--- src/rtl/core/stc_pkg.sv ---
package stc_pkg;

    // Pipeline depth: one register stage per entry, the last is the output register
    localparam int unsigned STAGES = 6;

    typedef logic [STAGES-1:0] t_stage_en;

    // Stage positions in the enable vector
    localparam int unsigned ST_SPLIT  = 0;
    localparam int unsigned ST_TOD    = 1;
    localparam int unsigned ST_HOUR   = 2;
    localparam int unsigned ST_REM    = 3;
    localparam int unsigned ST_MINUTE = 4;
    localparam int unsigned ST_OUT    = 5;

    localparam logic [16:0] SECS_PER_DAY  = 17'd86400;
    localparam logic [16:0] SECS_PER_HOUR = 17'd3600;
    localparam logic [11:0] SECS_PER_MIN  = 12'd60;

    // Whole days: (s >> 7) / 675, by a rounded-up reciprocal
    localparam int unsigned DAY_PRESHIFT = 7;
    localparam int unsigned DAY_SHIFT    = 36;
    localparam logic [26:0] DAY_RECIP    =
        27'(((64'd1 << DAY_SHIFT) + 64'd674) / 64'd675);

    localparam int unsigned HOUR_SHIFT = 29;
    localparam logic [17:0] HOUR_RECIP =
        18'(((64'd1 << HOUR_SHIFT) + 64'd3599) / 64'd3600);

    localparam int unsigned MIN_SHIFT = 18;
    localparam logic [12:0] MIN_RECIP =
        13'(((64'd1 << MIN_SHIFT) + 64'd59) / 64'd60);

    // Julian day conversion
    localparam int unsigned JDN_EPOCH     = 2440588;
    localparam int unsigned JDN_OFFSET    = 32044;
    localparam int unsigned CENT_CYCLE    = 146097;
    localparam int unsigned CENT_FIRST    = 67;
    localparam logic [21:0] A_OFFSET      = 22'(JDN_EPOCH + JDN_OFFSET);
    localparam logic [23:0] CENT_LIM_1    = 24'(CENT_CYCLE * (CENT_FIRST + 1));
    localparam logic [23:0] CENT_LIM_2    = 24'(CENT_CYCLE * (CENT_FIRST + 2));
    localparam logic [21:0] CENT_DAYS_0   = 22'((CENT_CYCLE * CENT_FIRST) / 4);
    localparam logic [21:0] CENT_DAYS_1   = 22'((CENT_CYCLE * (CENT_FIRST + 1)) / 4);
    localparam logic [21:0] CENT_DAYS_2   = 22'((CENT_CYCLE * (CENT_FIRST + 2)) / 4);
    localparam logic [11:0] YEAR_BASE_0   = 12'(100 * CENT_FIRST - 4800);
    localparam logic [11:0] YEAR_BASE_1   = 12'(100 * (CENT_FIRST + 1) - 4800);
    localparam logic [11:0] YEAR_BASE_2   = 12'(100 * (CENT_FIRST + 2) - 4800);

    localparam logic [17:0] QUAD_DAYS  = 18'd1461;
    localparam int unsigned QUAD_SHIFT = 28;
    localparam logic [17:0] QUAD_RECIP =
        18'(((64'd1 << QUAD_SHIFT) + 64'd1460) / 64'd1461);

    localparam int unsigned MSPAN_SHIFT = 19;
    localparam logic [11:0] MSPAN_RECIP =
        12'(((64'd1 << MSPAN_SHIFT) + 64'd152) / 64'd153);

    localparam logic [3:0] MARCH_WRAP = 4'd10;

    // Weekday: JDN mod 7 taken as (days + JDN_EPOCH mod 7) mod 7
    localparam logic [15:0] WEEK_EPOCH = 16'(JDN_EPOCH % 7);
    localparam int unsigned WEEK_SHIFT = 19;
    localparam logic [16:0] WEEK_RECIP =
        17'(((64'd1 << WEEK_SHIFT) + 64'd6) / 64'd7);
    localparam logic [15:0] WEEK_DAYS  = 16'd7;

    typedef enum logic [1:0] {
        CENT_0 = 2'd0,
        CENT_1 = 2'd1,
        CENT_2 = 2'd2
    } t_cent;

    // Day of the March-based year on which month m starts: (153*m + 2) / 5
    function automatic logic [8:0] month_start(input logic [3:0] m);
        logic [8:0] v;
        case (m)
            4'd0:    v = 9'((153 * 0 + 2) / 5);
            4'd1:    v = 9'((153 * 1 + 2) / 5);
            4'd2:    v = 9'((153 * 2 + 2) / 5);
            4'd3:    v = 9'((153 * 3 + 2) / 5);
            4'd4:    v = 9'((153 * 4 + 2) / 5);
            4'd5:    v = 9'((153 * 5 + 2) / 5);
            4'd6:    v = 9'((153 * 6 + 2) / 5);
            4'd7:    v = 9'((153 * 7 + 2) / 5);
            4'd8:    v = 9'((153 * 8 + 2) / 5);
            4'd9:    v = 9'((153 * 9 + 2) / 5);
            4'd10:   v = 9'((153 * 10 + 2) / 5);
            4'd11:   v = 9'((153 * 11 + 2) / 5);
            default: v = 9'd0;
        endcase
        return v;
    endfunction

endpackage

--- src/rtl/core/stc_split.sv ---
module stc_split (
    input  logic               i_clk,
    input  stc_pkg::t_stage_en i_en,
    input  logic [31:0]        i_seconds_count,
    output logic [31:0]        o_secs,
    output logic [15:0]        o_days
);

    logic [51:0] w_prod;
    logic [31:0] r_secs;
    logic [15:0] r_days;

    assign w_prod = 52'(i_seconds_count[31:stc_pkg::DAY_PRESHIFT]) * 52'(stc_pkg::DAY_RECIP);

    always_ff @(posedge i_clk) begin
        if (i_en[stc_pkg::ST_SPLIT]) begin
            r_secs <= i_seconds_count;
            r_days <= w_prod[stc_pkg::DAY_SHIFT +: 16];
        end
    end

    assign o_secs = r_secs;
    assign o_days = r_days;

endmodule

--- src/rtl/core/stc_time.sv ---
module stc_time (
    input  logic               i_clk,
    input  stc_pkg::t_stage_en i_en,
    input  logic [31:0]        i_secs,
    input  logic [15:0]        i_days,
    output logic [5:0]         o_second,
    output logic [5:0]         o_minute,
    output logic [4:0]         o_hour
);

    logic [31:0] w_day_secs;
    logic [31:0] w_tod;
    logic [34:0] w_hprod;
    logic [16:0] w_rem;
    logic [24:0] w_mprod;
    logic [11:0] w_sec;

    logic [16:0] r_tod2;
    logic [16:0] r_tod3;
    logic [4:0]  r_hour3;
    logic [11:0] r_rem4;
    logic [4:0]  r_hour4;
    logic [11:0] r_rem5;
    logic [4:0]  r_hour5;
    logic [5:0]  r_min5;
    logic [5:0]  r_second;
    logic [5:0]  r_minute;
    logic [4:0]  r_hour;

    assign w_day_secs = 32'(i_days) * 32'(stc_pkg::SECS_PER_DAY);
    assign w_tod      = i_secs - w_day_secs;
    assign w_hprod    = 35'(r_tod2) * 35'(stc_pkg::HOUR_RECIP);
    assign w_rem      = r_tod3 - 17'(r_hour3) * stc_pkg::SECS_PER_HOUR;
    assign w_mprod    = 25'(r_rem4) * 25'(stc_pkg::MIN_RECIP);
    assign w_sec      = r_rem5 - 12'(r_min5) * stc_pkg::SECS_PER_MIN;

    always_ff @(posedge i_clk) begin
        if (i_en[stc_pkg::ST_TOD]) begin
            r_tod2 <= w_tod[16:0];
        end
        if (i_en[stc_pkg::ST_HOUR]) begin
            r_tod3  <= r_tod2;
            r_hour3 <= w_hprod[stc_pkg::HOUR_SHIFT +: 5];
        end
        if (i_en[stc_pkg::ST_REM]) begin
            r_rem4  <= w_rem[11:0];
            r_hour4 <= r_hour3;
        end
        if (i_en[stc_pkg::ST_MINUTE]) begin
            r_rem5  <= r_rem4;
            r_hour5 <= r_hour4;
            r_min5  <= w_mprod[stc_pkg::MIN_SHIFT +: 6];
        end
        if (i_en[stc_pkg::ST_OUT]) begin
            r_second <= w_sec[5:0];
            r_minute <= r_min5;
            r_hour   <= r_hour5;
        end
    end

    assign o_second = r_second;
    assign o_minute = r_minute;
    assign o_hour   = r_hour;

endmodule

--- src/rtl/core/stc_date.sv ---
module stc_date (
    input  logic               i_clk,
    input  stc_pkg::t_stage_en i_en,
    input  logic [15:0]        i_days,
    output logic [4:0]         o_day,
    output logic [3:0]         o_month,
    output logic [11:0]        o_year,
    output logic [2:0]         o_weekday
);

    logic [21:0]    w_a;
    logic [23:0]    w_a4;
    stc_pkg::t_cent w_cent;
    logic [21:0]    w_cent_days;
    logic [21:0]    w_c;
    logic [15:0]    w_x7;
    logic [32:0]    w_wprod;
    logic [35:0]    w_dprod;
    logic [15:0]    w_wd;
    logic [17:0]    w_qd;
    logic [17:0]    w_e;
    logic [10:0]    w_mx;
    logic [22:0]    w_mprod;
    logic [8:0]     w_dom;
    logic           w_wrap;
    logic [11:0]    w_year_base;

    stc_pkg::t_cent r_cent2, r_cent3, r_cent4, r_cent5;
    logic [15:0]    r_c2, r_c3;
    logic [15:0]    r_x72;
    logic [12:0]    r_wq2;
    logic [6:0]     r_d3, r_d4, r_d5;
    logic [2:0]     r_wd3, r_wd4, r_wd5;
    logic [8:0]     r_e4, r_e5;
    logic [3:0]     r_m5;
    logic [4:0]     r_day;
    logic [3:0]     r_month;
    logic [11:0]    r_year;
    logic [2:0]     r_weekday;

    // Century term b of the conversion only ever takes three values over the input range
    assign w_a  = 22'(i_days) + stc_pkg::A_OFFSET;
    assign w_a4 = {w_a, 2'b11};

    always_comb begin
        if (w_a4 >= stc_pkg::CENT_LIM_2) begin
            w_cent = stc_pkg::CENT_2;
        end else if (w_a4 >= stc_pkg::CENT_LIM_1) begin
            w_cent = stc_pkg::CENT_1;
        end else begin
            w_cent = stc_pkg::CENT_0;
        end
    end

    always_comb begin
        unique case (w_cent)
            stc_pkg::CENT_0: w_cent_days = stc_pkg::CENT_DAYS_0;
            stc_pkg::CENT_1: w_cent_days = stc_pkg::CENT_DAYS_1;
            stc_pkg::CENT_2: w_cent_days = stc_pkg::CENT_DAYS_2;
            default:         w_cent_days = stc_pkg::CENT_DAYS_0;
        endcase
    end

    assign w_c     = w_a - w_cent_days;
    assign w_x7    = i_days + stc_pkg::WEEK_EPOCH;
    assign w_wprod = 33'(w_x7) * 33'(stc_pkg::WEEK_RECIP);

    assign w_dprod = 36'({r_c2, 2'b11}) * 36'(stc_pkg::QUAD_RECIP);
    assign w_wd    = r_x72 - 16'(r_wq2) * stc_pkg::WEEK_DAYS;

    assign w_qd    = 18'(r_d3) * stc_pkg::QUAD_DAYS;
    assign w_e     = 18'(r_c3) - (w_qd >> 2);

    assign w_mx    = 11'(r_e4) * 11'd5 + 11'd2;
    assign w_mprod = 23'(w_mx) * 23'(stc_pkg::MSPAN_RECIP);

    // Months run from March; January and February belong to the next year
    assign w_wrap = (r_m5 >= stc_pkg::MARCH_WRAP);
    assign w_dom  = r_e5 - stc_pkg::month_start(r_m5) + 9'd1;

    always_comb begin
        unique case (r_cent5)
            stc_pkg::CENT_0: w_year_base = stc_pkg::YEAR_BASE_0;
            stc_pkg::CENT_1: w_year_base = stc_pkg::YEAR_BASE_1;
            stc_pkg::CENT_2: w_year_base = stc_pkg::YEAR_BASE_2;
            default:         w_year_base = stc_pkg::YEAR_BASE_0;
        endcase
    end

    always_ff @(posedge i_clk) begin
        if (i_en[stc_pkg::ST_TOD]) begin
            r_cent2 <= w_cent;
            r_c2    <= w_c[15:0];
            r_x72   <= w_x7;
            r_wq2   <= w_wprod[stc_pkg::WEEK_SHIFT +: 13];
        end
        if (i_en[stc_pkg::ST_HOUR]) begin
            r_cent3 <= r_cent2;
            r_c3    <= r_c2;
            r_d3    <= w_dprod[stc_pkg::QUAD_SHIFT +: 7];
            r_wd3   <= w_wd[2:0];
        end
        if (i_en[stc_pkg::ST_REM]) begin
            r_cent4 <= r_cent3;
            r_d4    <= r_d3;
            r_e4    <= w_e[8:0];
            r_wd4   <= r_wd3;
        end
        if (i_en[stc_pkg::ST_MINUTE]) begin
            r_cent5 <= r_cent4;
            r_d5    <= r_d4;
            r_e5    <= r_e4;
            r_m5    <= w_mprod[stc_pkg::MSPAN_SHIFT +: 4];
            r_wd5   <= r_wd4;
        end
        if (i_en[stc_pkg::ST_OUT]) begin
            r_day     <= w_dom[4:0];
            r_month   <= w_wrap ? (r_m5 - 4'd9) : (r_m5 + 4'd3);
            r_year    <= w_year_base + 12'(r_d5) + 12'(w_wrap);
            r_weekday <= r_wd5;
        end
    end

    assign o_day     = r_day;
    assign o_month   = r_month;
    assign o_year    = r_year;
    assign o_weekday = r_weekday;

endmodule

--- src/rtl/core/seconds_to_calendar_date.sv ---
// Converts a 32-bit count of seconds since 1970-01-01 00:00:00 UTC into UTC time of day,
// Gregorian date (through the Julian day number) and weekday, 0 being Monday. The block
// keeps no state and gives one result per transaction. It is a six-stage pipeline that
// takes a new transaction every cycle when not stalled; the output register is the last
// stage. Every division is by a constant, done as a multiplication by a rounded-up
// reciprocal. Each stage holds at most one multiplier on any path, save the month step,
// which multiplies by 5 first. A stalled output holds only the stages that are full:
// bubbles ahead of a stall are filled, so input is still taken while a result waits.
module seconds_to_calendar_date (
    input  logic        i_clk,
    input  logic        i_rst_n,
    input  logic        i_valid,
    output logic        o_ready,
    input  logic [31:0] i_seconds_count,
    output logic        o_valid,
    input  logic        i_ready,
    output logic [5:0]  o_second,
    output logic [5:0]  o_minute,
    output logic [4:0]  o_hour,
    output logic [4:0]  o_day,
    output logic [3:0]  o_month,
    output logic [11:0] o_year,
    output logic [2:0]  o_weekday
);

    stc_pkg::t_stage_en w_en;
    stc_pkg::t_stage_en r_vld;
    logic [31:0]        w_secs;
    logic [15:0]        w_days;

    // A stage loads when it is empty or the stage after it moves on
    always_comb begin
        w_en[stc_pkg::STAGES-1] = !r_vld[stc_pkg::STAGES-1] || i_ready;
        for (int k = stc_pkg::STAGES - 2; k >= 0; k--) begin
            w_en[k] = !r_vld[k] || w_en[k+1];
        end
    end

    always_ff @(posedge i_clk) begin
        if (!i_rst_n) begin
            r_vld <= '0;
        end else begin
            if (w_en[0]) begin
                r_vld[0] <= i_valid;
            end
            for (int k = 1; k < stc_pkg::STAGES; k++) begin
                if (w_en[k]) begin
                    r_vld[k] <= r_vld[k-1];
                end
            end
        end
    end

    assign o_ready = w_en[0];
    assign o_valid = r_vld[stc_pkg::STAGES-1];

    stc_split u_split (
        .i_clk           (i_clk),
        .i_en            (w_en),
        .i_seconds_count (i_seconds_count),
        .o_secs          (w_secs),
        .o_days          (w_days)
    );

    stc_time u_time (
        .i_clk    (i_clk),
        .i_en     (w_en),
        .i_secs   (w_secs),
        .i_days   (w_days),
        .o_second (o_second),
        .o_minute (o_minute),
        .o_hour   (o_hour)
    );

    stc_date u_date (
        .i_clk     (i_clk),
        .i_en      (w_en),
        .i_days    (w_days),
        .o_day     (o_day),
        .o_month   (o_month),
        .o_year    (o_year),
        .o_weekday (o_weekday)
    );

endmodule
--- config.mk ---
export PLATFORM = sky130hd
export DESIGN_NAME = seconds_to_calendar_date
export DESIGN_NICKNAME = d
export VERILOG_FILES = /design/src/rtl/core/stc_pkg.sv /design/src/rtl/core/stc_split.sv /design/src/rtl/core/stc_time.sv /design/src/rtl/core/stc_date.sv /design/src/rtl/core/seconds_to_calendar_date.sv
export SDC_FILE = /design/constraint.sdc
export NUM_CORES = 2
export LEC_CHECK = 0
export BUFFER_PORTS_ARGS = -buffer_cell sky130_fd_sc_hd__buf_4
export CAP_MARGIN = 20
export CORE_UTILIZATION = 65
export CTS_CLUSTER_DIAMETER = 80
export CTS_CLUSTER_SIZE = 12
export DETAILED_ROUTE_END_ITERATION = 16
export PLACE_DENSITY = 0.82
export SLEW_MARGIN = 20
export SYNTH_ARGS = -nofsm -noshare
export SYNTH_HDL_FRONTEND = slang
export SYNTH_SLANG_ARGS = --single-unit
--- constraint.sdc ---
create_clock -name i_clk -period 11.2 [get_ports i_clk]
set_clock_uncertainty 0.15 [all_clocks]
set_input_delay 1.12 -clock i_clk [delete_from_list [all_inputs] [get_ports i_clk]]
set_output_delay 1.12 -clock i_clk [all_outputs]
set_load 0.01 [all_outputs]
==> results <==
- The average vias per placed instance is 5.441.
- The cell that appears most often on the critical path is sky130_fd_sc_hd__ha_1.
- The maximum cell stage delay along the critical path is 550 ps.
- The transition time at the pin with the least slew margin is 964.7 ps.
- The library cell contributing the largest single delay on the critical path is sky130_fd_sc_hd__fa_1.
- The final period demand of the worst path is 7879 ps.
- The number of flops mapped to enable cells by yosys is 229.
- The cell type contributing the most total cell area after synthesis is sky130_fd_sc_hd__ha_1.
- The number of rows created at floorplan is 86.
- The share of post-route cells with drive strength above 1 is 0.03885.
- In this run the count of I/O pins placed on the die edge is 79.
- The area of the die is 56,960 um^2.
- The clock-pin transition on the worst setup and hold timing paths is 70 ps.
- The count of unresolved DRC violations after routing is 0.
- In this run, post-CTS repair resized a total of 0 instances.
- The flow ran to the end, and the final reports show no timing, DRC or antenna violations.
- The post-synth net total is 4,697.
- The number of buffers inserted for hold repair after clock tree synthesis is 0.
- Of all flip-flops after synthesis, the portion carrying an async set or reset was 0.
- The worst hold path belongs to the class reg -> reg.
- The worst setup path is launched from a flop.
- The routed design has 74,620 um of wire.
- Buffers placed on the I/O ports in this run total 78.
- The clock tree from TritonCTS is built.
- The first routing iteration left 849 violations.
- The initial utilization of the core area, before any placement, comes to 0.6595.
- Setup violations remaining at the end of the flow were counted as 0.
- The kind of end point of the critical path is a flop.
- Routability-driven placement finished with a final weighted congestion of 0.9702.
- Synthesis produced 3,261 cells.
- The count of state elements after synthesis is 240.
- The detail route stage leaves a number of antenna-violating nets equal to 0.
- The tree built by TritonCTS fans out to 240 sinks.
- Dividing the detail-routed wire length by the instance count gives 18.11 um.
- The initial antenna violation count is 0.
- The synthesized area divided by synthesized cell count is 11.16 um^2.
- Of the post-synthesis cell area, the dominant cell type holds 0.3151.
- The floorplan die height is 238.7 um.
- The root buffer selected by CTS is sky130_fd_sc_hd__clkbuf_16.
- Setup repair after global routing left no endpoint under its margin.
- In this run the deepest clock path goes through 3 buffers.
- The first global-routing pass estimated 124,600 um of wire.
- The part of the cycle the worst path needs is 0.7035.
- The top cell types in the final layout, fill and taps aside, are sky130_fd_sc_hd__ha_1 (917), sky130_fd_sc_hd__inv_1 (876), sky130_fd_sc_hd__fa_1 (483).
- The via count of the first global-routing pass is 25,390.
- Data on the critical path arrives at its endpoint at 8200 ps.
- After floorplanning, the core was sized to cover 55,200 um^2.
- The finished cells cover 38,620 um^2.
- Relative to the synthesized area, the layout overhead comes to 6.083%.
- On the final layout, the worst hold slack is 257.2 ps.
- Once the clock tree was built, the setup fixing pass inserted 0 buffers.
- The share of the Yosys chip area taken by registers is 0.1949.
- The max-cap violation count is 0.
- The max-slew violation total from the final report is 0.
- Clock tree synthesis inserted a total of 24 buffers.
- In the synthesized netlist the dominant register cell turns out to be sky130_fd_sc_hd__edfxtp_1.
- For this run, the post-layout net count is 4,795.
- The highest attainable clock frequency is 0.1269 GHz.
- The clock insertion delay at the later pin of the skew report is 540 ps.
- The Yosys warning count is 0.
- The pre-antenna-repair detailed-routing pass consisted of 5 iterations.
- Excluding fillers, the count of instances in the completed layout stands at 4,120.
- In this run the cell area of the synthesized design comes to 36,410 um^2.
- The maximum number of pins on one net before global-route repair is 42.
- The most common library cell in the layout ignoring fill and taps is sky130_fd_sc_hd__ha_1.
- 0 antenna diodes ended up in the layout.
- In this run, distinct cell masters in the synthesized netlist total 70.
- The worst setup path is of the reg -> reg kind.
- Across every metal layer, demand over resource in global routing totals 0.2768.
- The required arrival time at the worst endpoint is 11,520 ps.
- After detailed placement, the total cell area comes to 37,930 um^2.
- The final-layout setup total negative slack is 0 ps.
- The H-tree depth reported by CTS is 1.
- The largest fanout on the critical path is 8.
- The normalized max-slew margin is 0.3530.
- After global routing the overflow that remains totals 0.
- The number of hold violations in the final report came to 0.
- By area the synthesized netlist is led by sky130_fd_sc_hd__ha_1 (32%), sky130_fd_sc_hd__fa_1 (27%), sky130_fd_sc_hd__edfxtp_1 (19%), sky130_fd_sc_hd__inv_1 (9.0%), sky130_fd_sc_hd__xnor2_1 (3.1%).
- The detailed placement HPWL is 65,690 um.
- The number of vias in the routed layout is 22,420.
- From left edge to right edge, the die measures 238.7 um.
- After detailed placement, the design holds a cell count of 4,081.
## through the flow
stage               worst slack (ps)  utilization
floorplan                       3935            -
global placement                3325       0.6872
detailed placement              3317       0.6872
CTS                             3469       0.6996
global route                    2749       0.6997
finish                          3321       0.6997
## sequential cells by signal, indices dropped and copies added (netlist names), 6 cells and up, named ones only
| name | count |
|---|---|
| u_time.r_rem5 | 6 |
| u_date.r_d4 | 7 |
| u_date.r_c2 | 16 |
| u_time.r_min5 | 6 |
| u_date.r_d3 | 7 |
| u_time.r_tod3 | 12 |
| u_time.o_second | 6 |
| u_date.r_c3 | 9 |
| u_date.r_e4 | 9 |
| u_time.o_minute | 6 |
| u_split.o_secs | 17 |
| u_date.o_year | 12 |
| u_split.o_days | 16 |
| u_date.r_d5 | 7 |
| r_vld | 6 |
| u_time.r_rem4 | 12 |
| u_time.r_tod2 | 17 |
## cell families (layout without fill, tap and decap cells)
logic type	count (synthesis)	count (layout)	share of synthesized area
buffers and inverters	888	999	0.09155
adder cells (fa/ha/maj)	1400	1400	0.5807
flip-flops	240	240	0.1949
AO/OA/AOI/OAI	290	290	0.05210
multiplexers	7	7	0.002028
AND/OR/NAND/NOR	254	254	0.03488
XOR/XNOR	182	182	0.04378
## routing by layer
metal | up-vias | track usage | wire, um
li1 | 10750 | - | -
met1 | 11120 | 0.3496 | 31850
met2 | 427 | 0.5075 | 38210
met3 | 116 | 0.02621 | 2758
met4 | 0 | 0.06935 | 1806
met5 | - | 0 | 0
## layout make-up
cell class                      count  area [um^2]
Inverter                          877         3292
Clock buffer                       36        655.6
Fill cell                        3961        16580
Clock inverter                      3        28.78
Sequential cell                   240         7097
Timing Repair Buffer               83        623.1
Multi-Input combinational cell   2133        25990
Tap cell                          748        935.9
## worst max-delay path, delay by kind of cell, from the launching register on
family | cells | cell delay [ps]
multiplexers | 2 | 900
XOR/XNOR | 2 | 420
buffers and inverters | 2 | 190
flip-flops | 1 | 500
AND/OR/NAND/NOR | 4 | 460
adder cells (fa/ha/maj) | 8 | 3020
AO/OA/AOI/OAI | 10 | 2140
## cell usage after synthesis (3+ instances only)
library cell                count
sky130_fd_sc_hd__clkbuf_1      10
sky130_fd_sc_hd__nand3_1       25
sky130_fd_sc_hd__a31oi_1        7
sky130_fd_sc_hd__edfxtp_1     229
sky130_fd_sc_hd__nand4_1       11
sky130_fd_sc_hd__mux2_2         3
sky130_fd_sc_hd__dfxtp_1       11
sky130_fd_sc_hd__inv_1        876
sky130_fd_sc_hd__fa_1         483
sky130_fd_sc_hd__a2111oi_0      3
sky130_fd_sc_hd__o31ai_1        6
sky130_fd_sc_hd__o31a_1         4
sky130_fd_sc_hd__and3_1        11
sky130_fd_sc_hd__nor3_1        23
sky130_fd_sc_hd__o21ai_1        3
sky130_fd_sc_hd__a21oi_1       79
sky130_fd_sc_hd__a211oi_1      12
sky130_fd_sc_hd__a21boi_0       6
sky130_fd_sc_hd__nor4_1         6
sky130_fd_sc_hd__and2_1         7
sky130_fd_sc_hd__mux2i_1        4
sky130_fd_sc_hd__or2_2          9
sky130_fd_sc_hd__nand2_1       48
sky130_fd_sc_hd__o21bai_1      18
sky130_fd_sc_hd__ha_1         917
sky130_fd_sc_hd__nor2b_1       19
sky130_fd_sc_hd__o21ai_0       53
sky130_fd_sc_hd__or3_1          3
sky130_fd_sc_hd__xor2_1        52
sky130_fd_sc_hd__nand2b_1      10
sky130_fd_sc_hd__a21o_1        48
sky130_fd_sc_hd__o211ai_1       4
sky130_fd_sc_hd__nor2_1        69
sky130_fd_sc_hd__xnor2_1      130
sky130_fd_sc_hd__o21a_1        19
## final timing paths
check / start / endpoint / slack, ps / depth (start not counted)
worst max-delay path: u_date.r_e4[1] / flop / 3320 / 28
worst min-delay path: u_time.r_hour5[1] / u_time.o_hour[1] / 260 / 0
worst max register to register: u_date.r_e4[1] / flop / 3320 / 28
worst min register to register: u_time.r_hour5[1] / u_time.o_hour[1] / 260 / 0
Power is left out: the tool's default activity adds up to more than one toggle a clock period on the data nets, which glitch-free logic cannot reach.
